--- config.mk ---
export PLATFORM = sky130hd
export DESIGN_NAME = thread_ready_queue_scheduler
export DESIGN_NICKNAME = d
export VERILOG_FILES = /design/src/trqs_pkg.sv /design/src/thread_ready_queue_scheduler.sv
export SDC_FILE = /design/constraint.sdc
export NUM_CORES = 1
export LEC_CHECK = 0
export ABC_CLOCK_PERIOD_IN_PS = 10700
export BUFFER_PORTS_ARGS = -buffer_cell sky130_fd_sc_hd__buf_2
export CORE_MARGIN = 5
export CORE_UTILIZATION = 23
export DETAILED_ROUTE_END_ITERATION = 6
export HOLD_SLACK_MARGIN = 0.15
export MAX_ROUTING_LAYER = met4
export PLACE_DENSITY_LB_ADDON = 0.2
export SYNTH_ARGS = -nofsm -noshare
export SYNTH_HDL_FRONTEND = slang
export SYNTH_SLANG_ARGS = --single-unit
export TNS_END_PERCENT = 5
--- constraint.sdc ---
create_clock -name i_clk -period 10.7 [get_ports i_clk]
set_clock_uncertainty 0.1 [all_clocks]
set_input_delay 0.535 -clock i_clk [delete_from_list [all_inputs] [get_ports i_clk]]
set_output_delay 0.535 -clock i_clk [all_outputs]
set_load 0.005 [all_outputs]
--- src/trqs_pkg.sv ---
`timescale 1ns / 1ps
// ----------------------------------------------------------------------------
// trqs_pkg
// shared types and constants for the thread ready queue scheduler
// ----------------------------------------------------------------------------
package trqs_pkg;

    localparam int DefThreads = 16;

    typedef enum logic [1:0] {
        OP_SPAWN = 2'd0,
        OP_YIELD = 2'd1,
        OP_SCHED = 2'd2,
        OP_EXIT  = 2'd3
    } t_op;

    typedef enum logic [1:0] {
        ST_OK      = 2'd0,
        ST_INVALID = 2'd1,
        ST_NOSLOT  = 2'd2,
        ST_HALTED  = 2'd3
    } t_status;

    typedef enum logic [3:0] {
        S_IDLE,
        S_SEARCH,
        S_SPAWN_CHK,
        S_YIELD_CHK,
        S_FIND_REQ,
        S_FIND_CHK,
        S_SHIFT_REQ,
        S_SHIFT_WR,
        S_HEAD_REQ,
        S_HEAD_RD,
        S_DONE
    } t_state;

endpackage

--- src/thread_ready_queue_scheduler.sv ---
`timescale 1ns / 1ps
// ----------------------------------------------------------------------------
// thread_ready_queue_scheduler
// round-robin thread scheduler with per-slot valid bits and a ready queue
// ----------------------------------------------------------------------------
// A command is a transfer when start is high and busy is low. Each command
// gives one result, shown for one cycle with o_done; the receiver cannot
// stall it. The ready queue lives in a synchronous memory with a registered
// read port, and the sequencer walks it one entry per access; the valid
// bits are a register vector that reset sets to thread 0 alone. Per command:
// spawn scans the slots one by one for a free one; yield checks the
// target, scans the queue for it and shifts the entries in front of the
// target back one each; a rejected yield or a yield to self ends after the
// check; sched and exit pop the head; any command while halted goes straight
// to done. The result shows with o_done in the cycle after the last busy
// cycle, and in that same cycle the block already takes the next command.
module thread_ready_queue_scheduler
    import trqs_pkg::*;
#(
    parameter int THREADS = DefThreads
) (
    input  logic       i_clk,
    input  logic       i_rst_n,
    input  logic       start,
    output logic       busy,
    input  logic [1:0] i_op,
    input  logic [5:0] i_target_thread,
    output logic       o_done,
    output logic [1:0] o_status,
    output logic [3:0] o_value,
    output logic [3:0] o_current_thread
);

    localparam int IW = (THREADS > 1) ? $clog2(THREADS) : 1;
    localparam int CW = $clog2(THREADS + 1);

    // valid bits: the store is small and reset must set it at once, so
    // it stays in flip-flops; the ready queue is the memory
    logic [THREADS-1:0] r_valid, n_valid;
    logic [IW-1:0]      r_queue [THREADS];

    t_state        r_state, n_state;
    logic [IW-1:0] r_head, n_head;
    logic [CW-1:0] r_count, n_count;
    logic [IW-1:0] r_run, n_run;
    logic [IW-1:0] r_sstart, n_sstart;
    logic          r_halted, n_halted;
    logic [IW-1:0] r_tgt, n_tgt;
    logic          r_tgt_bad, n_tgt_bad;
    logic [IW-1:0] r_s, n_s;
    logic [CW-1:0] r_k, n_k;
    logic [1:0]    r_status, n_status;
    logic [3:0]    r_value, n_value;
    logic          r_done, n_done;

    // memory port
    logic          rd_en, wr_en;
    logic [IW-1:0] rd_addr, wr_addr, wr_data;
    logic [IW-1:0] r_rdata;

    // head read may race the requeue write into the same entry
    logic          r_fwd;
    logic [IW-1:0] r_fwd_data;
    logic [IW-1:0] fwd_head;

    function automatic logic [IW-1:0] wrap(input logic [CW:0] v);
        logic [CW:0] t;
        t = v;
        if (t >= (CW+1)'(THREADS)) t = t - (CW+1)'(THREADS);
        return t[IW-1:0];
    endfunction

    function automatic logic [IW-1:0] qpos(input logic [IW-1:0] h,
                                           input logic [CW-1:0] k);
        return wrap((CW+1)'(h) + (CW+1)'(k));
    endfunction

    always_ff @(posedge i_clk) begin
        if (wr_en) r_queue[wr_addr] <= wr_data;
        if (rd_en) r_rdata <= r_queue[rd_addr];
    end

    always_ff @(posedge i_clk) begin
        if (!i_rst_n) begin
            r_state  <= S_IDLE;
            r_valid  <= THREADS'(1);
            r_head   <= '0;
            r_count  <= CW'(1);
            r_run    <= '0;
            r_sstart <= wrap((CW+1)'(1));
            r_halted <= 1'b0;
            r_done   <= 1'b0;
        end else begin
            r_state  <= n_state;
            r_valid  <= n_valid;
            r_head   <= n_head;
            r_count  <= n_count;
            r_run    <= n_run;
            r_sstart <= n_sstart;
            r_halted <= n_halted;
            r_done   <= n_done;
        end
        r_tgt     <= n_tgt;
        r_tgt_bad <= n_tgt_bad;
        r_s       <= n_s;
        r_k       <= n_k;
        r_status  <= n_status;
        r_value   <= n_value;
    end

    // entry 0 of the queue is never read before written except at reset,
    // where it must hold thread 0: head reads use the running id instead
    // next-state logic
    logic          run_ok;
    logic [CW-1:0] cnt_pop;
    always_comb begin
        n_state = r_state;
        run_ok  = r_valid[r_run];
        cnt_pop = r_count - CW'(1);
        case (r_state)
            S_IDLE: begin
                if (start) begin
                    if (r_halted) n_state = S_DONE;
                    else begin
                        case (t_op'(i_op))
                            OP_SPAWN: n_state = S_SEARCH;
                            OP_YIELD: n_state = S_YIELD_CHK;
                            default:  n_state = S_HEAD_REQ;
                        endcase
                    end
                end
            end
            S_SEARCH:    n_state = S_SPAWN_CHK;
            S_SPAWN_CHK: n_state = (!r_valid[r_s] || r_k == CW'(THREADS - 1))
                                   ? S_DONE : S_SEARCH;
            S_YIELD_CHK: n_state = (r_tgt_bad || !r_valid[r_tgt] || r_tgt == r_run)
                                   ? S_DONE : S_FIND_REQ;
            S_FIND_REQ:  n_state = (r_k >= r_count) ? S_DONE : S_FIND_CHK;
            S_FIND_CHK:  n_state = (r_rdata == r_tgt) ? S_SHIFT_REQ : S_FIND_REQ;
            S_SHIFT_REQ: n_state = (r_k == '0) ? S_DONE : S_SHIFT_WR;
            S_SHIFT_WR:  n_state = S_SHIFT_REQ;
            S_HEAD_REQ:  n_state = S_HEAD_RD;
            S_HEAD_RD:   n_state = S_DONE;
            S_DONE:      n_state = S_IDLE;
            default:     n_state = S_IDLE;
        endcase
    end

    // datapath and memory control
    always_comb begin
        n_valid   = r_valid;
        n_head    = r_head;
        n_count   = r_count;
        n_run     = r_run;
        n_sstart  = r_sstart;
        n_halted  = r_halted;
        n_tgt     = r_tgt;
        n_tgt_bad = r_tgt_bad;
        n_s       = r_s;
        n_k       = r_k;
        n_status  = r_status;
        n_value   = r_value;
        n_done    = 1'b0;
        rd_en     = 1'b0;
        wr_en     = 1'b0;
        rd_addr   = '0;
        wr_addr   = '0;
        wr_data   = '0;
        case (r_state)
            S_IDLE: begin
                n_tgt     = i_target_thread[IW-1:0];
                // ids at or above the thread count are out of range
                n_tgt_bad = ({1'b0, i_target_thread} >= 7'(THREADS));
                n_s       = r_sstart;
                n_k       = '0;
                n_value   = '0;
                n_status  = ST_OK;
                if (start) begin
                    if (r_halted) n_status = ST_HALTED;
                    else if (t_op'(i_op) == OP_EXIT) n_valid[r_run] = 1'b0;
                end
            end
            S_SPAWN_CHK: begin
                if (!r_valid[r_s]) begin
                    n_valid[r_s] = 1'b1;
                    n_sstart     = wrap((CW+1)'(r_s) + (CW+1)'(1));
                    n_value      = 4'(r_s);
                    if (r_count < CW'(THREADS)) begin
                        wr_en   = 1'b1;
                        wr_addr = qpos(r_head, r_count);
                        wr_data = r_s;
                        n_count = r_count + CW'(1);
                    end
                end else if (r_k == CW'(THREADS - 1)) begin
                    n_status = ST_NOSLOT;
                end else begin
                    n_s = wrap((CW+1)'(r_s) + (CW+1)'(1));
                    n_k = r_k + CW'(1);
                end
            end
            S_YIELD_CHK: begin
                if (r_tgt_bad || !r_valid[r_tgt]) begin
                    n_status = ST_INVALID;
                end else if (r_tgt == r_run) begin
                    n_value = 4'(r_run);
                end else begin
                    n_value = 4'(r_run);
                    // pop then push running at the tail; an empty queue only takes the push
                    if (r_count != '0) begin
                        n_head = wrap((CW+1)'(r_head) + (CW+1)'(1));
                        wr_en   = 1'b1;
                        wr_addr = qpos(n_head, cnt_pop);
                        wr_data = r_run;
                    end else begin
                        wr_en   = 1'b1;
                        wr_addr = r_head;
                        wr_data = r_run;
                        n_count = CW'(1);
                    end
                    n_run = r_tgt;
                    n_k   = '0;
                end
            end
            S_FIND_REQ: begin
                rd_en   = 1'b1;
                rd_addr = qpos(r_head, r_k);
            end
            S_FIND_CHK: begin
                if (r_rdata != r_tgt) n_k = r_k + CW'(1);
            end
            S_SHIFT_REQ: begin
                if (r_k == '0) begin
                    // every entry in front has moved back one: target to head
                    wr_en   = 1'b1;
                    wr_addr = r_head;
                    wr_data = r_tgt;
                end else begin
                    rd_en   = 1'b1;
                    rd_addr = qpos(r_head, r_k - CW'(1));
                end
            end
            S_SHIFT_WR: begin
                wr_en   = 1'b1;
                wr_addr = qpos(r_head, r_k);
                wr_data = r_rdata;
                n_k     = r_k - CW'(1);
            end
            S_HEAD_REQ: begin
                if (r_count == '0) begin
                    n_halted = 1'b1;
                    n_status = ST_HALTED;
                end else begin
                    n_head  = wrap((CW+1)'(r_head) + (CW+1)'(1));
                    n_count = cnt_pop;
                    if (run_ok && cnt_pop < CW'(THREADS)) begin
                        wr_en   = 1'b1;
                        wr_addr = qpos(n_head, cnt_pop);
                        wr_data = r_run;
                        n_count = r_count;
                    end
                    if (n_count == '0) begin
                        n_halted = 1'b1;
                        n_status = ST_HALTED;
                    end
                    rd_en   = 1'b1;
                    rd_addr = n_head;
                end
            end
            S_HEAD_RD: begin
                if (!r_halted) n_run = fwd_head;
            end
            S_DONE: n_done = 1'b1;
            default: ;
        endcase
    end

    always_ff @(posedge i_clk) begin
        r_fwd      <= wr_en && rd_en && (wr_addr == rd_addr);
        r_fwd_data <= wr_data;
    end
    assign fwd_head = r_fwd ? r_fwd_data : r_rdata;

    assign busy             = (r_state != S_IDLE);
    assign o_done           = r_done;
    assign o_status         = r_status;
    assign o_value          = r_value;
    assign o_current_thread = 4'(r_run);

`ifndef NO_ASSERTIONS
    a_done_pulse: assert property (@(posedge i_clk) disable iff (!i_rst_n)
        o_done |=> !o_done) else $error("done held two cycles");
    a_halt_sticky: assert property (@(posedge i_clk) disable iff (!i_rst_n)
        r_halted |=> r_halted) else $error("halted cleared");
    a_halt_status: assert property (@(posedge i_clk) disable iff (!i_rst_n)
        (o_done && $past(r_halted, 2)) |-> o_status == ST_HALTED)
        else $error("halted without status");
    a_count_range: assert property (@(posedge i_clk) disable iff (!i_rst_n)
        r_count <= CW'(THREADS)) else $error("count overflow");
`endif

endmodule
==> results.json <==
{
  "syn_area_um2": 7830,
  "path_cells": "inv_1 -> ha_1 -> xor2_1 -> ha_1 -> and3b_1 -> a311oi_1 -> xnor2_1 -> a21oi_1 -> a21oi_1 -> o211ai_1 -> nor3b_1 -> nor3b_1",
  "r2r_setup_slack_ns": 6.49,
  "p_per_area_nw_per_um2": 243,
  "start_util_pct": 23.3,
  "cts_resized": 0,
  "vias": 5809,
  "min_path_type": "in -> reg",
  "port_buffers": 22,
  "cts_root_buf": "clkbuf_16",
  "num-fill-cells": 3515,
  "synth-edff-count": 88,
  "row_count": 67,
  "yosysSeqAreaShare_pct": 45.0,
  "ios": 23,
  "antenna_found_initial": 0,
  "crit_family": "simple AND/OR/NAND/NOR gates",
  "maxCapViolCount": 0,
  "pwr-share-comb_pct": 37.6,
  "status": "complete, no violations",
  "drtPass1Iterations": 6,
  "yosys.cell_types.count": 74,
  "synth_seq_cells": 132,
  "power.internal_mw": 1.30,
  "avgViaCountPerCell": 4.74,
  "grt_pass1_wl_mm": 35.5,
  "post_drt_wl_per_cell_um": 18.4,
  "clk_latency_ns": 0.43,
  "pwr-share-clk_pct": 26.0,
  "ir_drop_v": 0.0000997,
  "finalHoldViolations": 0,
  "grt.total_usage_pct": 12.4,
  "fin_crit_ns": 4.21,
  "synthToLayoutAreaGrowth_pct": 14.0,
  "grt_pass1_vias": 5845,
  "grt-ovfl-total": 0,
  "rsz0062_at_grt": "no",
  "regArea_um2": 3520,
  "required_ns": 10.66,
  "finalCritPeriodShare_pct": 39.3,
  "synth.net_count": 803,
  "gp_congestion": 0.849,
  "final-setup-viol-count": 0,
  "arrival_ns": 4.16,
  "seq_power_share_pct": 36.4,
  "numCtsBuffers": 17,
  "avgSynthCellArea_um2": 10.3,
  "maxSlewHeadroom_pct": 43.8,
  "diodes": 0,
  "ant_nets": 0,
  "end_kind": "flip-flop",
  "critPathMaxStageDelay_ns": 0.60,
  "drc": 0,
  "ctsHoldBuffers": 0,
  "critPathMaxFanout": 9,
  "layout.nets": 806,
  "cts_tree": "yes",
  "p_sw_share_pct": 40.2,
  "synth_top_area_cell": "edfxtp_1",
  "drive_gt1_share_pct": 10.9,
  "clk_pin_slew_worst_paths_ns": 0.07,
  "post-cts-setup-buffers": 0,
  "critPathKind": "reg -> reg",
  "synth_cells": 761,
  "synth_ff_type": "edfxtp_1",
  "worst_pin_slew_ns": 0.844,
  "ys_async_sr_fraction_pct": 0,
  "pre_cts_ws_ns": 6.55,
  "cp_num_buf_inv": 1,
  "critPathSlowestCell": "nor3b_1",
  "max_freq_ghz": 0.238,
  "dp_hpwl_mm": 16.1,
  "wl_mm": 22.5,
  "finalMaxSlewViolations": 0,
  "synth_top_area_share_pct": 33.7,
  "dieArea_um2": 37800,
  "final.setup.worst_slack_ns": 6.49,
  "clock-sinks": 132,
  "drtIter0Drc": 398,
  "h-tree-depth": 4,
  "core-area_um2": 33600,
  "setup_tns_ns": 0,
  "multi_input_area_um2": 4040,
  "leakagePower_nw": 3.43,
  "die_w_um": 195,
  "die_y_um": 195,
  "max-clock-path-buffers": 2,
  "synth_warnings": 0,
  "grt_max_degree": 37,
  "start_kind": "flip-flop",
  "switching_power_mw": 0.873,
  "ys_top_cells_by_area": "edfxtp_1 (34%), dfxtp_1 (11%), mux2i_1 (9.5%)"
}
## power groups by stage
stage          clock (mW)  sequential [mW]  combinational (mW)
6_report            0.565            0.792               0.816
5_1_grt             0.604            0.807               0.912
4_1_cts             0.580            0.792               0.825
3_5_place_dp            0            0.802               0.820
3_3_place_gp            0            0.804               0.832
2_1_floorplan           0            0.708               0.650
## final cells by class
type,instances,share of cell area (%)
multi-input cells,559,45.2
flip-flops and latches,132,39.5
well taps,448,6.28
clock buffers,17,4.76
repair buffers,28,1.74
clock inverters,15,1.46
inverters,26,1.09
## through the flow
stage	hold WS (ns)	cells	instance area, µm²	power, mW	utilization (%)
global route	0.154	1225	8930	2.32	26.6
detailed placement	0.380	1193	8370	1.62	24.9
global placement	0.364	1193	8370	1.64	24.9
floorplan	0.344	761	7830	1.36	-
finish	0.178	1225	8930	2.17	26.6
CTS	0.161	1225	8930	2.20	26.6
## per-layer routing
metal	vias to the layer above	global-route usage, %	routed length [µm]
met2	123	19.4	10600
li1	2843	-	-
met1	2819	16.3	10500
met4	0	3.36	369
met3	24	2.67	1020
met5	-	-	0
## placed cells by master (no fill, tap or decap), types with 5 or more instances in the layout
cell / instances
clkbuf_16: 17
a21oi_1: 37
a21boi_0: 14
nor2b_1: 12
nand3_1: 17
nor2_1: 52
mux2i_1: 74
or3_1: 7
nand4_1: 6
nor3b_1: 7
edfxtp_1: 88
nand2_1: 70
o211ai_1: 7
inv_1: 25
xor2_1: 15
mux2_2: 6
a22oi_1: 7
a31oi_1: 5
dfxtp_1: 44
and3_1: 5
buf_2: 22
xnor2_1: 18
nand2b_1: 12
mux4_2: 8
nor3_1: 12
inv_6: 5
a211o_1: 5
a221oi_1: 5
o21ai_0: 41
ha_1: 28
buf_4: 6
and2_1: 12
## Yosys cell counts (all sizes together) (4+ instances only)
cell	n
a21oi	38
mux4	8
inv	25
a22oi	7
a211o	5
a31oi	5
dfxtp	44
edfxtp	88
a221oi	5
clkbuf	29
o211ai	7
mux2i	74
nor3	12
and2	14
a21o	4
o21ai	43
xnor2	18
or2	4
or3	7
nand3	17
nand2b	12
and3	5
a21boi	15
nor2	52
xor2	15
nand2	70
nor3b	7
mux2	6
nand4	6
ha	28
nor2b	12
buf	15
## cell families after synthesis
kind of cell    after synthesis  share of synthesized area [%]
compound gates              172                           14.7
xor+xnor                     33                           3.69
fa+ha+maj                    31                           5.24
buf+inv                      70                           3.58
flops                       132                           45.0
mux                          88                           12.6
simple gates                235                           15.2
## worst paths after layout
| kind | cells after the start | startpoint | to |
|---|---|---|---|
| worst max-delay path | 12 | r_count[0] | r_queue[7][3] |
| worst min-delay path | 1 | i_target_thread[0] | r_tgt[0] |
| worst max register to register | 12 | r_count[0] | r_queue[7][3] |
| worst min register to register | 2 | r_sstart[1] | r_sstart[1] |
## registers in the layout, indices dropped and copies added (netlist names)
register / flops
o_done: 1
r_halted: 1
r_count: 5
r_tgt_bad: 1
r_queue: 64
r_fwd_data: 4
o_current_thread: 4
r_tgt: 4
r_k: 5
r_rdata: 4
r_valid: 16
r_head: 4
r_fwd: 1
r_s: 4
o_status: 2
r_state: 4
o_value: 4
r_sstart: 4
(Power assumes the default switching activity.)
